===== src/rtl/pdvc_pkg.sv =====
// Shared constants and types for the polygon duplicate vertex cull block.
`timescale 1ns / 1ps
`default_nettype none

package pdvc_pkg;

	// Group buffer geometry
	localparam int MAX_GROUP   = 64;
	localparam int VERTEX_BITS = 32;
	localparam int ADDR_W      = $clog2(MAX_GROUP);
	localparam int CNT_W       = $clog2(MAX_GROUP + 1);

	// Fewest survivors that still leave a polygon, minus one
	localparam int SURVIVE_MIN = 2;

	// Stream field widths
	localparam int VIDX_W      = 32;
	localparam int IN_DATA_W   = ((VIDX_W + 7) / 8) * 8;
	localparam int OUT_FIELD_W = VIDX_W + CNT_W + 3;
	localparam int OUT_DATA_W  = ((OUT_FIELD_W + 7) / 8) * 8;

	// Output tdata bit positions
	localparam int OUT_CNT_LSB = VIDX_W;
	localparam int OUT_CHG_BIT = VIDX_W + CNT_W;
	localparam int OUT_KPT_BIT = VIDX_W + CNT_W + 1;
	localparam int OUT_OVF_BIT = VIDX_W + CNT_W + 2;

	typedef enum logic [1:0] {
		ST_COLLECT,
		ST_DECIDE,
		ST_READ,
		ST_CHECK
	} pdvc_state_t;

	// Controller to datapath commands
	typedef struct packed {
		logic wr;
		logic clr;
		logic emit_init;
		logic rd_issue;
		logic advance;
		logic load_vtx;
		logic load_discard;
	} pdvc_cmd_t;

	// Datapath to controller status
	typedef struct packed {
		logic overflow;
		logic few;
		logic survive;
		logic wrap;
		logic out_free;
	} pdvc_status_t;

endpackage

`default_nettype wire


===== src/rtl/pdvc_datapath.sv =====
// Datapath: group store, running survivor count, neighbor compare, result register.
`timescale 1ns / 1ps
`default_nettype none

module pdvc_datapath
	import pdvc_pkg::*;
(
	input  wire logic                  clk,
	input  wire logic                  arst_n,
	input  wire logic [VIDX_W-1:0]     vertex_in,
	input  wire logic                  end_in,
	input  wire pdvc_cmd_t             cmd,
	output pdvc_status_t               status,
	output logic                       m_tvalid,
	output logic [OUT_DATA_W-1:0]      m_tdata,
	output logic                       m_tuser,
	output logic                       m_tlast,
	input  wire logic                  m_tready
);

	logic [VERTEX_BITS-1:0] mem [MAX_GROUP];

	logic [CNT_W-1:0]       fill_q;
	logic                   ovf_q;
	logic [CNT_W-1:0]       cnt_q;
	logic                   chg_q;
	logic [VERTEX_BITS-1:0] first_q;
	logic [VERTEX_BITS-1:0] last_q;
	logic [VERTEX_BITS-1:0] prev_q;
	logic [ADDR_W-1:0]      j_q;
	logic [CNT_W-1:0]       kept_q;
	logic [VERTEX_BITS-1:0] rd_data_s1;
	logic                   wrap_s1;

	logic                   mv_q;
	logic [VERTEX_BITS-1:0] o_vtx_q;
	logic                   o_has_q;
	logic                   o_last_q;
	logic [CNT_W-1:0]       o_cnt_q;
	logic                   o_chg_q;
	logic                   o_kept_q;
	logic                   o_ovf_q;

	logic [VERTEX_BITS-1:0] v;
	logic                   room;
	logic                   is_first;
	logic                   d_prev, e_prev, d_wrap, e_wrap;
	logic [ADDR_W-1:0]      rd_addr;
	logic [VERTEX_BITS-1:0] cur;
	logic                   out_free;

	// Collection: compare each new vertex with its predecessor, and the
	// closing vertex with the first one
	assign v        = vertex_in[VERTEX_BITS-1:0];
	assign room     = fill_q < CNT_W'(MAX_GROUP);
	assign is_first = fill_q == '0;
	assign d_prev   = !is_first && (v != last_q);
	assign e_prev   = !is_first && (v == last_q);
	assign d_wrap   = end_in && !is_first && (v != first_q);
	assign e_wrap   = end_in && (is_first || (v == first_q));

	// Emission: successor comes from the store, or from the first vertex on wrap
	assign rd_addr  = j_q + ADDR_W'(1);
	assign cur      = wrap_s1 ? first_q : rd_data_s1;
	assign out_free = !mv_q || m_tready;

	assign status.overflow = ovf_q;
	assign status.few      = cnt_q <= CNT_W'(SURVIVE_MIN);
	assign status.survive  = prev_q != cur;
	assign status.wrap     = wrap_s1;
	assign status.out_free = out_free;

	// Group store, one write and one registered read port
	always_ff @(posedge clk) begin
		if (cmd.wr && room) begin
			mem[fill_q[ADDR_W-1:0]] <= v;
		end
		if (cmd.rd_issue) begin
			rd_data_s1 <= mem[rd_addr];
			wrap_s1    <= (CNT_W'(j_q) + CNT_W'(1)) == fill_q;
		end
	end

	// Group bookkeeping
	always_ff @(posedge clk or negedge arst_n) begin
		if (!arst_n) begin
			fill_q <= '0;
			ovf_q  <= 1'b0;
			cnt_q  <= '0;
			chg_q  <= 1'b0;
		end else if (cmd.clr) begin
			fill_q <= '0;
			ovf_q  <= 1'b0;
			cnt_q  <= '0;
			chg_q  <= 1'b0;
		end else if (cmd.wr) begin
			if (room) begin
				fill_q <= fill_q + CNT_W'(1);
				cnt_q  <= cnt_q + CNT_W'(d_prev) + CNT_W'(d_wrap);
				chg_q  <= chg_q | e_prev | e_wrap;
			end else begin
				ovf_q  <= 1'b1;
			end
		end
	end

	// First and most recent vertex of the group
	always_ff @(posedge clk) begin
		if (cmd.wr && room) begin
			if (is_first) begin
				first_q <= v;
			end
			last_q <= v;
		end
	end

	// Emission walk
	always_ff @(posedge clk or negedge arst_n) begin
		if (!arst_n) begin
			j_q    <= '0;
			kept_q <= '0;
		end else if (cmd.emit_init) begin
			j_q    <= '0;
			kept_q <= '0;
		end else if (cmd.advance) begin
			j_q <= j_q + ADDR_W'(1);
			if (cmd.load_vtx) begin
				kept_q <= kept_q + CNT_W'(1);
			end
		end
	end

	always_ff @(posedge clk) begin
		if (cmd.emit_init) begin
			prev_q <= first_q;
		end else if (cmd.advance) begin
			prev_q <= cur;
		end
	end

	// Result register valid
	always_ff @(posedge clk or negedge arst_n) begin
		if (!arst_n) begin
			mv_q <= 1'b0;
		end else if (cmd.load_vtx || cmd.load_discard) begin
			mv_q <= 1'b1;
		end else if (m_tready) begin
			mv_q <= 1'b0;
		end
	end

	// Result register payload
	always_ff @(posedge clk) begin
		if (cmd.load_vtx) begin
			o_vtx_q  <= prev_q;
			o_has_q  <= 1'b1;
			o_last_q <= (kept_q + CNT_W'(1)) == cnt_q;
			o_cnt_q  <= cnt_q;
			o_chg_q  <= chg_q;
			o_kept_q <= 1'b1;
			o_ovf_q  <= 1'b0;
		end else if (cmd.load_discard) begin
			o_vtx_q  <= '0;
			o_has_q  <= 1'b0;
			o_last_q <= 1'b1;
			o_cnt_q  <= ovf_q ? '0 : cnt_q;
			o_chg_q  <= !ovf_q && chg_q;
			o_kept_q <= 1'b0;
			o_ovf_q  <= ovf_q;
		end
	end

	assign m_tvalid = mv_q;
	assign m_tuser  = o_has_q;
	assign m_tlast  = o_last_q;
	assign m_tdata  = OUT_DATA_W'({o_ovf_q, o_kept_q, o_chg_q, o_cnt_q, VIDX_W'(o_vtx_q)});

endmodule

`default_nettype wire


===== src/rtl/pdvc_ctrl.sv =====
// Controller: collect, decide, and read/compare sequencing for one group.
`timescale 1ns / 1ps
`default_nettype none

module pdvc_ctrl
	import pdvc_pkg::*;
(
	input  wire logic          clk,
	input  wire logic          arst_n,
	input  wire logic          s_tvalid,
	input  wire logic          s_tlast,
	output logic               s_tready,
	input  wire pdvc_status_t  status,
	output pdvc_cmd_t          cmd
);

	pdvc_state_t state_q, state_d;

	// State register
	always_ff @(posedge clk or negedge arst_n) begin
		if (!arst_n) begin
			state_q <= ST_COLLECT;
		end else begin
			state_q <= state_d;
		end
	end

	// Next state and commands
	always_comb begin
		state_d  = state_q;
		cmd      = '0;
		s_tready = 1'b0;
		unique case (state_q)
			ST_COLLECT: begin
				s_tready = 1'b1;
				cmd.wr   = s_tvalid;
				if (s_tvalid && s_tlast) begin
					state_d = ST_DECIDE;
				end
			end
			ST_DECIDE: begin
				if (status.overflow || status.few) begin
					if (status.out_free) begin
						cmd.load_discard = 1'b1;
						cmd.clr          = 1'b1;
						state_d          = ST_COLLECT;
					end
				end else begin
					cmd.emit_init = 1'b1;
					state_d       = ST_READ;
				end
			end
			ST_READ: begin
				cmd.rd_issue = 1'b1;
				state_d      = ST_CHECK;
			end
			ST_CHECK: begin
				// a survivor waits for the result register to free up
				if (!status.survive || status.out_free) begin
					cmd.advance  = 1'b1;
					cmd.load_vtx = status.survive;
					if (status.wrap) begin
						cmd.clr = 1'b1;
						state_d = ST_COLLECT;
					end else begin
						state_d = ST_READ;
					end
				end
			end
			default: begin
				state_d = ST_COLLECT;
			end
		endcase
	end

endmodule

`default_nettype wire


===== src/rtl/polygon_duplicate_vertex_cull.sv =====
// Top level: polygon duplicate vertex cull, stream in and stream out.
// Collection takes one vertex request per cycle until the group end request.
// After group end: a decide state, then for a kept group a store read state
// and a neighbor compare state per stored vertex, plus any stall on the result side.
// A discard or overflow result is loaded into the result register from the decide state once it is free.
// Reset clears the controller, fill count, flags and result valid; store contents are kept.
`timescale 1ns / 1ps
`default_nettype none

module polygon_duplicate_vertex_cull
	import pdvc_pkg::*;
(
	input  wire logic                   clk,
	input  wire logic                   arst_n,
	input  wire logic                   s_axis_tvalid,
	output logic                        s_axis_tready,
	input  wire logic [IN_DATA_W-1:0]   s_axis_tdata,   // vertex_index
	input  wire logic                   s_axis_tlast,   // group_end
	output logic                        m_axis_tvalid,
	input  wire logic                   m_axis_tready,
	// out_vertex, surviving_count, group_changed, group_kept, overflow_error, zero pad
	output logic [OUT_DATA_W-1:0]       m_axis_tdata,
	output logic                        m_axis_tuser,   // has_vertex
	output logic                        m_axis_tlast    // last_of_group
);

	pdvc_cmd_t    cmd;
	pdvc_status_t status;

	pdvc_ctrl u_ctrl (
		.clk      (clk),
		.arst_n   (arst_n),
		.s_tvalid (s_axis_tvalid),
		.s_tlast  (s_axis_tlast),
		.s_tready (s_axis_tready),
		.status   (status),
		.cmd      (cmd)
	);

	pdvc_datapath u_dp (
		.clk       (clk),
		.arst_n    (arst_n),
		.vertex_in (s_axis_tdata[VIDX_W-1:0]),
		.end_in    (s_axis_tlast),
		.cmd       (cmd),
		.status    (status),
		.m_tvalid  (m_axis_tvalid),
		.m_tdata   (m_axis_tdata),
		.m_tuser   (m_axis_tuser),
		.m_tlast   (m_axis_tlast),
		.m_tready  (m_axis_tready)
	);

endmodule

`default_nettype wire


===== config.mk =====
export PLATFORM = sky130hd
export DESIGN_NAME = polygon_duplicate_vertex_cull
export DESIGN_NICKNAME = d
export VERILOG_FILES = /design/src/rtl/pdvc_pkg.sv /design/src/rtl/pdvc_datapath.sv /design/src/rtl/pdvc_ctrl.sv /design/src/rtl/polygon_duplicate_vertex_cull.sv
export SDC_FILE = /design/constraint.sdc
export NUM_CORES = 2
export LEC_CHECK = 0
export BUFFER_PORTS_ARGS = -buffer_cell sky130_fd_sc_hd__buf_2
export CAP_MARGIN = 25
export CORE_ASPECT_RATIO = 0.7
export CORE_UTILIZATION = 35
export DETAILED_ROUTE_END_ITERATION = 7
export GPL_ROUTABILITY_DRIVEN = 0
export PLACE_DENSITY = 0.58
export SLEW_MARGIN = 20
export SYNTH_ARGS = -nofsm -noshare
export SYNTH_HDL_FRONTEND = slang
export SYNTH_SLANG_ARGS = --single-unit

===== constraint.sdc =====
create_clock -name clk -period 4.15 [get_ports clk]
set_input_delay 0.415 -clock clk [delete_from_list [all_inputs] [get_ports clk]]
set_output_delay 0.415 -clock clk [all_outputs]
set_load 0.1 [all_outputs]

Yosys cells after proc, flatten, opt, wreduce, memory -nomap -nowiden:

Memories as Yosys holds them, arrays and structs flattened. A register that Yosys moved wholly into a read port is not among the register bits.
Cells that the tools add are included.

* flip-flop bits (word level): 172
* bits in writable memories: 2048
* input bits: 37
* output and inout port bits: 52
* word-level logic and storage cells: 125
* memories kept: 1

Memory list
* u_dp.mem: words 64, bits a word 32, rd ports 1, clocked after Yosys merged registers in 1, wr ports 1, line pdvc_datapath.sv:21 `logic [VERTEX_BITS-1:0] mem [MAX_GROUP];`

* add/subtract/negate cells: 6
* order comparisons: 2
* equal/unequal tests: 14
* mux-type cells: 52
* bitwise operators: 2
* reductions and logical operators: 30

Operator list (number)
* 32-bit two-way mux: 5
* 32-bit inequality test: 3
* 7-bit two-way mux: 12
* 32-bit == test: 2
* 1-bit two-way mux: 24
* 7-bit by 1-bit adder with 7-bit output: 2
* 7-bit by 1-bit adder with 7-bit output, second input constant: 2
* 7-bit == test: 2
* 2-bit two-way mux: 7
* 6-bit two-way mux: 2
* 2-bit nonzero test: 6
* 1-bit logical AND: 8
* 2-bit case mux with 4 select lines: 1
* 2-bit AND reduction: 4
* 6-bit by 1-bit adder with 7-bit output, second input constant: 1
* 7-bit by 2-bit less-or-equal comparator with 1-bit output, second input constant: 1
* 7-bit zero test: 1
* 7-bit less-than comparator, second input constant: 1
* 6-bit by 1-bit adder with 6-bit output, second input constant: 1
* 1-bit logical OR: 5
* 2-bit == test, second input constant: 2
* 1-bit zero test: 4
* 2-bit by 1-bit inequality test with 1-bit output, second input constant: 2
* 3-bit by 2-bit inequality test with 1-bit output, second input constant: 1
* 6 further kinds: 7

Logic depth before layout (Yosys ltp):

* word-level depth: 9
* depth in mapped cells: 11
* depth with buffers taken out: 10

Cells and area by module:

A second synthesis with hierarchy kept.

* cells, all modules: 3948
* area total of the unflattened synthesis: 86569.3 um^2

By module, submodules not included
* pdvc_datapath: instances 1, cells an instance 3923, area an instance 86364.1 um^2, seq. area each 67394.6 um^2
* pdvc_ctrl: instances 1, cells an instance 25, area an instance 205.2 um^2, seq. area each 50.0 um^2

Worst setup path before layout:

No wires, ideal clock.

* path type: register to register
* start: reg u_dp.wrap_s1
* end: reg u_dp.prev_q[0] (enable)
* setup time: 0.432 ns
* data arrival time: 3.470 ns
* required time: 3.718 ns
* setup slack: 0.248 ns
* cell stages (with the launch flop): 11
* buffers on the path: 3
* clock period less this slack: 3.902 ns
* path through: edfxtp_1 -> buf_6 -> buf_6 -> mux2i_1 -> xnor2_1 -> nor4_1 -> nand4_1 -> o21ai_2 -> buf_2 -> inv_1 -> a21oi_1

* longest elaborated chain between the ends: 7

Ends and longest elaborated chain
* start, declared: line pdvc_datapath.sv:33 `logic wrap_s1;`
* start signal, assigned: line pdvc_datapath.sv:80 `wrap_s1 <= (CNT_W'(j_q) + CNT_W'(1)) == fill_q;`
* 32-bit two-way mux: line pdvc_datapath.sv:64 `assign cur = wrap_s1 ? first_q : rd_data_s1;`
* 32-bit inequality test: line pdvc_datapath.sv:69 `assign status.survive = prev_q != cur;`
* 1-bit zero test: line pdvc_ctrl.sv:59 `if (!status.survive || status.out_free) begin`
* 1-bit logical OR: line pdvc_ctrl.sv:59
* 2-bit two-way mux: line pdvc_ctrl.sv:59
* 2-bit two-way mux: line pdvc_ctrl.sv:33 `unique case (state_q)`
* 2-bit nonzero test (no source line)
* end signal, assigned: line pdvc_datapath.sv:135 `prev_q <= first_q;`
* end signal, assigned: line pdvc_datapath.sv:137 `prev_q <= cur;`
* end, declared: line pdvc_datapath.sv:29 `logic [VERTEX_BITS-1:0] prev_q;`

No other way between the ends.
A chain may end at the register's enable or synchronous reset.

Final worst setup path:

* start: reg u_dp.j_q[0]
* end: reg u_dp.rd_data_s1[17] (read register of u_dp.mem) (data pin)

* longest elaborated chain between the ends: 1

Ends and longest elaborated chain
* start, declared: line pdvc_datapath.sv:30 `logic [ADDR_W-1:0] j_q;`
* start signal, assigned: line pdvc_datapath.sv:126 `j_q <= j_q + ADDR_W'(1);`
* 6-bit by 1-bit adder with 6-bit output: line pdvc_datapath.sv:63 `assign rd_addr = j_q + ADDR_W'(1);`
* end, declared: line pdvc_datapath.sv:32 `logic [VERTEX_BITS-1:0] rd_data_s1;`

No other way between the ends.

==> out/metrics.csv <==
stage,metric,value,unit
run_status,status,finished clean,
global_routing,grt_start_max_net_pins,99,
yosys,syn_avg_cell_area,24.0,µm²
cells_and_area,fin_nets,3976,
power,power_frac_clock,0.256,
clock_network,cts_root_buf,clkbuf_16,
cells_and_area,final_cell_mix,"edfxtp_1, mux4_2, clkbuf_16, buf_4, buf_2",
floorplanning,coreArea,0.246,mm²
setup_path,critPathMaxFanout,84,
sta,setup_viol,0,
cells_and_area,area_growth,14.7,%
cells_and_area,final_common_cell,edfxtp_1,
yosys,synth_area_leader_cell,edfxtp_1,
yosys,synth-main-ff-cell,edfxtp_1,
sta,post-route-worst-setup-slack,0.413,ns
power,switching_share,0.332,
sta,fin_crit,3.74,ns
flow_run,max_cap_viol_count,0,
floorplanning,fp-row-count,152,
setup_path,path_common_cell,mux4_2,
floorplanning,dieArea,0.251,mm²
setup_path,reg2regPathDepth,5,
clock_network,clk_pin_slew,0.07,ns
setup_path,cp.depth,5,
setup_path,crit_path_end_kind,register,
sta,fmax,268,MHz
clock_network,cts_htree_levels,4,
floorplanning,initial_core_util,0.354,
floorplanning,die_w,598,µm
yosys,ys_types,52,
detailed_routing,vias,40800,
setup_path,critical-path-top-delay-family,multiplexers,
detailed_routing,dr.pass1.iters,5,
placement,place_ws,0.434,ns
yosys,ys_seq_area_frac,0.775,
sta,tightest_slew,1.06,ns
power,intPower,46.9,mW
setup_path,start_kind,register,
yosys,synth_edf_count,2218,
detailed_routing,final_antenna_net_count,0,
hold_path,min_path_type,input port to register,
sta,finalHoldViolCount,0,
detailed_routing,routedWlPerCell,32.4,µm
detailed_routing,first_iter_violations,5496,
clock_network,cts_tree,done,
power,cellPowerDensity,703,mW/mm²
yosys,syn_area,0.0870,mm²
yosys,yosysTopAreaCellShare,0.765,
setup_path,cpMaxStageDelayCell,mux4_2,
global_routing,grt_first_pass_wirelength,328,mm
hold_path,whs_path_depth,1,
sta,rsz0062_at_grt,false,
yosys,synthArstFlopShare,0.0142,
power,finalPower,70.2,mW
global_routing,grt.overflow.total,0,
placement,dp.cells,7027,
power,power_leakage,30.7,nW
power,switchingPower,23.3,mW
cells_and_area,nFillCells,21400,
setup_path,slowest_delay,0.69,ns
yosys,synth_area_leaders,"edfxtp_1, mux4_2, dfrtp_1, xor2_1, xnor2_1",
floorplanning,io_pins,89,
cells_and_area,drive_gt1_frac,0.321,
setup_path,cp_cell_sequence,buf_4 -> buf_12 -> mux4_2 -> mux4_2 -> mux4_2,
placement,hpwl,134,mm
setup_path,cp.arrival,4.32,ns
placement,io_buffers,82,
detailed_routing,routed_wl,240,mm
detailed_routing,drt-vias-per-instance,5.50,
power,ir_drop,580,µV
sta,slew_viol_final,0,
setup_path,required,4.73,ns
setup_path,critPathBufInv,2,
sta,finClkSkew,0.0312,ns
floorplanning,die_y,419,µm
sta,slew_headroom,0.294,
yosys,yosysWarnings,0,
global_routing,grt_pass1_vias,40100,
clock_network,clock_path_buffers,4,
yosys,synth-seq-cells,2252,
clock_network,cts_setup_buffers,0,
cells_and_area,layout.cells.non_filler,7409,
power,seqPwrFrac,0.381,
sta,finalCritPeriodShare,0.900,
yosys,synth_cells,3632,
power,p_comb_frac,0.363,
clock_network,clkLatencyLatePin,0.85,ns
global_routing,track_usage,0.190,
clock_network,clock_sinks,2252,
setup_path,critical_path_class,register to register,
global_routing,antenna_found_initial,47,
clock_network,numCtsBuffers,200,
detailed_routing,drcViolationCount,0,
sta,setup_tns,0,ns
## state kept, by name, indices dropped and copies added, names as in the netlist, 32 cells and up
register and count:
u_dp.first_q 32, u_dp.last_q 32, u_dp.mem 2048, u_dp.o_vtx_q 32, u_dp.prev_q 32, u_dp.rd_data_s1 32
## metrics by stage
| step | utilization | hold WS, ns | instance area, µm² |
|---|---|---|---|
| 2_1_floorplan | - | 0.119 | 87000 |
| 4_1_cts | 0.405 | 0.0130 | 99700 |
| 3_3_place_gp | 0.380 | 0.471 | 93500 |
| 3_5_place_dp | 0.380 | 0.476 | 93500 |
| 6_report | 0.406 | 0.0541 | 99800 |
| 5_1_grt | 0.405 | 0.0302 | 99800 |
## layout make-up
| type | instances | area (µm²) | area share |
|---|---|---|---|
| clock inverter | 105 | 825 | 0.00826 |
| clock buffer | 245 | 5260 | 0.0527 |
| timing repair buffer | 284 | 2830 | 0.0284 |
| sequential | 2252 | 67400 | 0.676 |
| antenna | 17 | 42.5 | 0.000426 |
| tap | 3311 | 4140 | 0.0415 |
| inverter | 7 | 26.3 | 0.000263 |
| multi-input combinational | 1188 | 19200 | 0.193 |
## cells in the mapped netlist (8+ instances only)
master,count
nor4_1,27
edfxtp_1,2218
buf_6,11
buf_4,14
buf_2,64
xor2_1,79
a21oi_1,14
xnor2_1,46
nand2_1,43
dfrtp_1,32
mux2_2,33
clkbuf_1,90
mux2i_1,38
mux4_2,670
and2_1,43
buf_1,11
nand4_1,8
nor2_1,97
nor2b_1,9
nand3_1,16
## worst reg2reg max path, stage by stage, from the launching register on
cell	delay, ns
dfrtp_4	0.62
buf_4	0.32
buf_12	0.56
mux4_2	0.75
mux4_2	0.69
mux4_2	0.54
## per-layer routing
layer,wire length [µm],part of all wire,GRT usage
met1,103000,0.43,0.278
met2,101000,0.42,0.262
met3,32000,0.13,0.0832
met4,4320,0.018,0.0352
met5,246,0.0010,0
## kinds of logic (layout without fill, tap and decap cells)
logic type	count (synthesis)	in the layout	synth area share
and+or+nand+nor	268	268	0.0152
buffers and inverters	197	641	0.0110
other	1	23	0.0000431
adders and majority gates	6	6	0.000949
DFF	2252	2252	0.775
xor gates and xnor gates	125	125	0.0126
muxes	742	742	0.182
AOI/OAI and AO/OA	41	41	0.00312
## power by group through the flow
stage	logic [mW]	registers, mW	clock network [mW]
6_report	25.5	26.7	18.0
5_1_grt	26.8	26.7	19.0
4_1_cts	25.3	26.7	18.2
3_5_place_dp	25.2	27.2	0
3_3_place_gp	25.1	27.2	0
2_1_floorplan	15.1	27.9	0
## repair_timing
item | in CTS | in global routing
hold buffers | 14 | 0
hold endpoints to repair | 57 | 0
setup endpoints to repair | 0 | 0
gates resized for setup | 0 | 0
## worst paths after layout
check,start,end,slack (ns)
setup / recovery,u_dp.j_q[0],u_dp.rd_data_s1[17],0.41
hold / removal,s_axis_tdata[10],u_dp.first_q[10],0.05
setup reg to reg,u_dp.j_q[0],u_dp.rd_data_s1[17],0.41
hold reg to reg,u_dp.m_tuser,u_dp.m_tuser,0.48
max in group asynchronous,arst_n,u_dp.j_q[0],3.36
min in group asynchronous,arst_n,u_dp.kept_q[1],0.20
No activity file was read; power rests on OpenSTA's default activity.
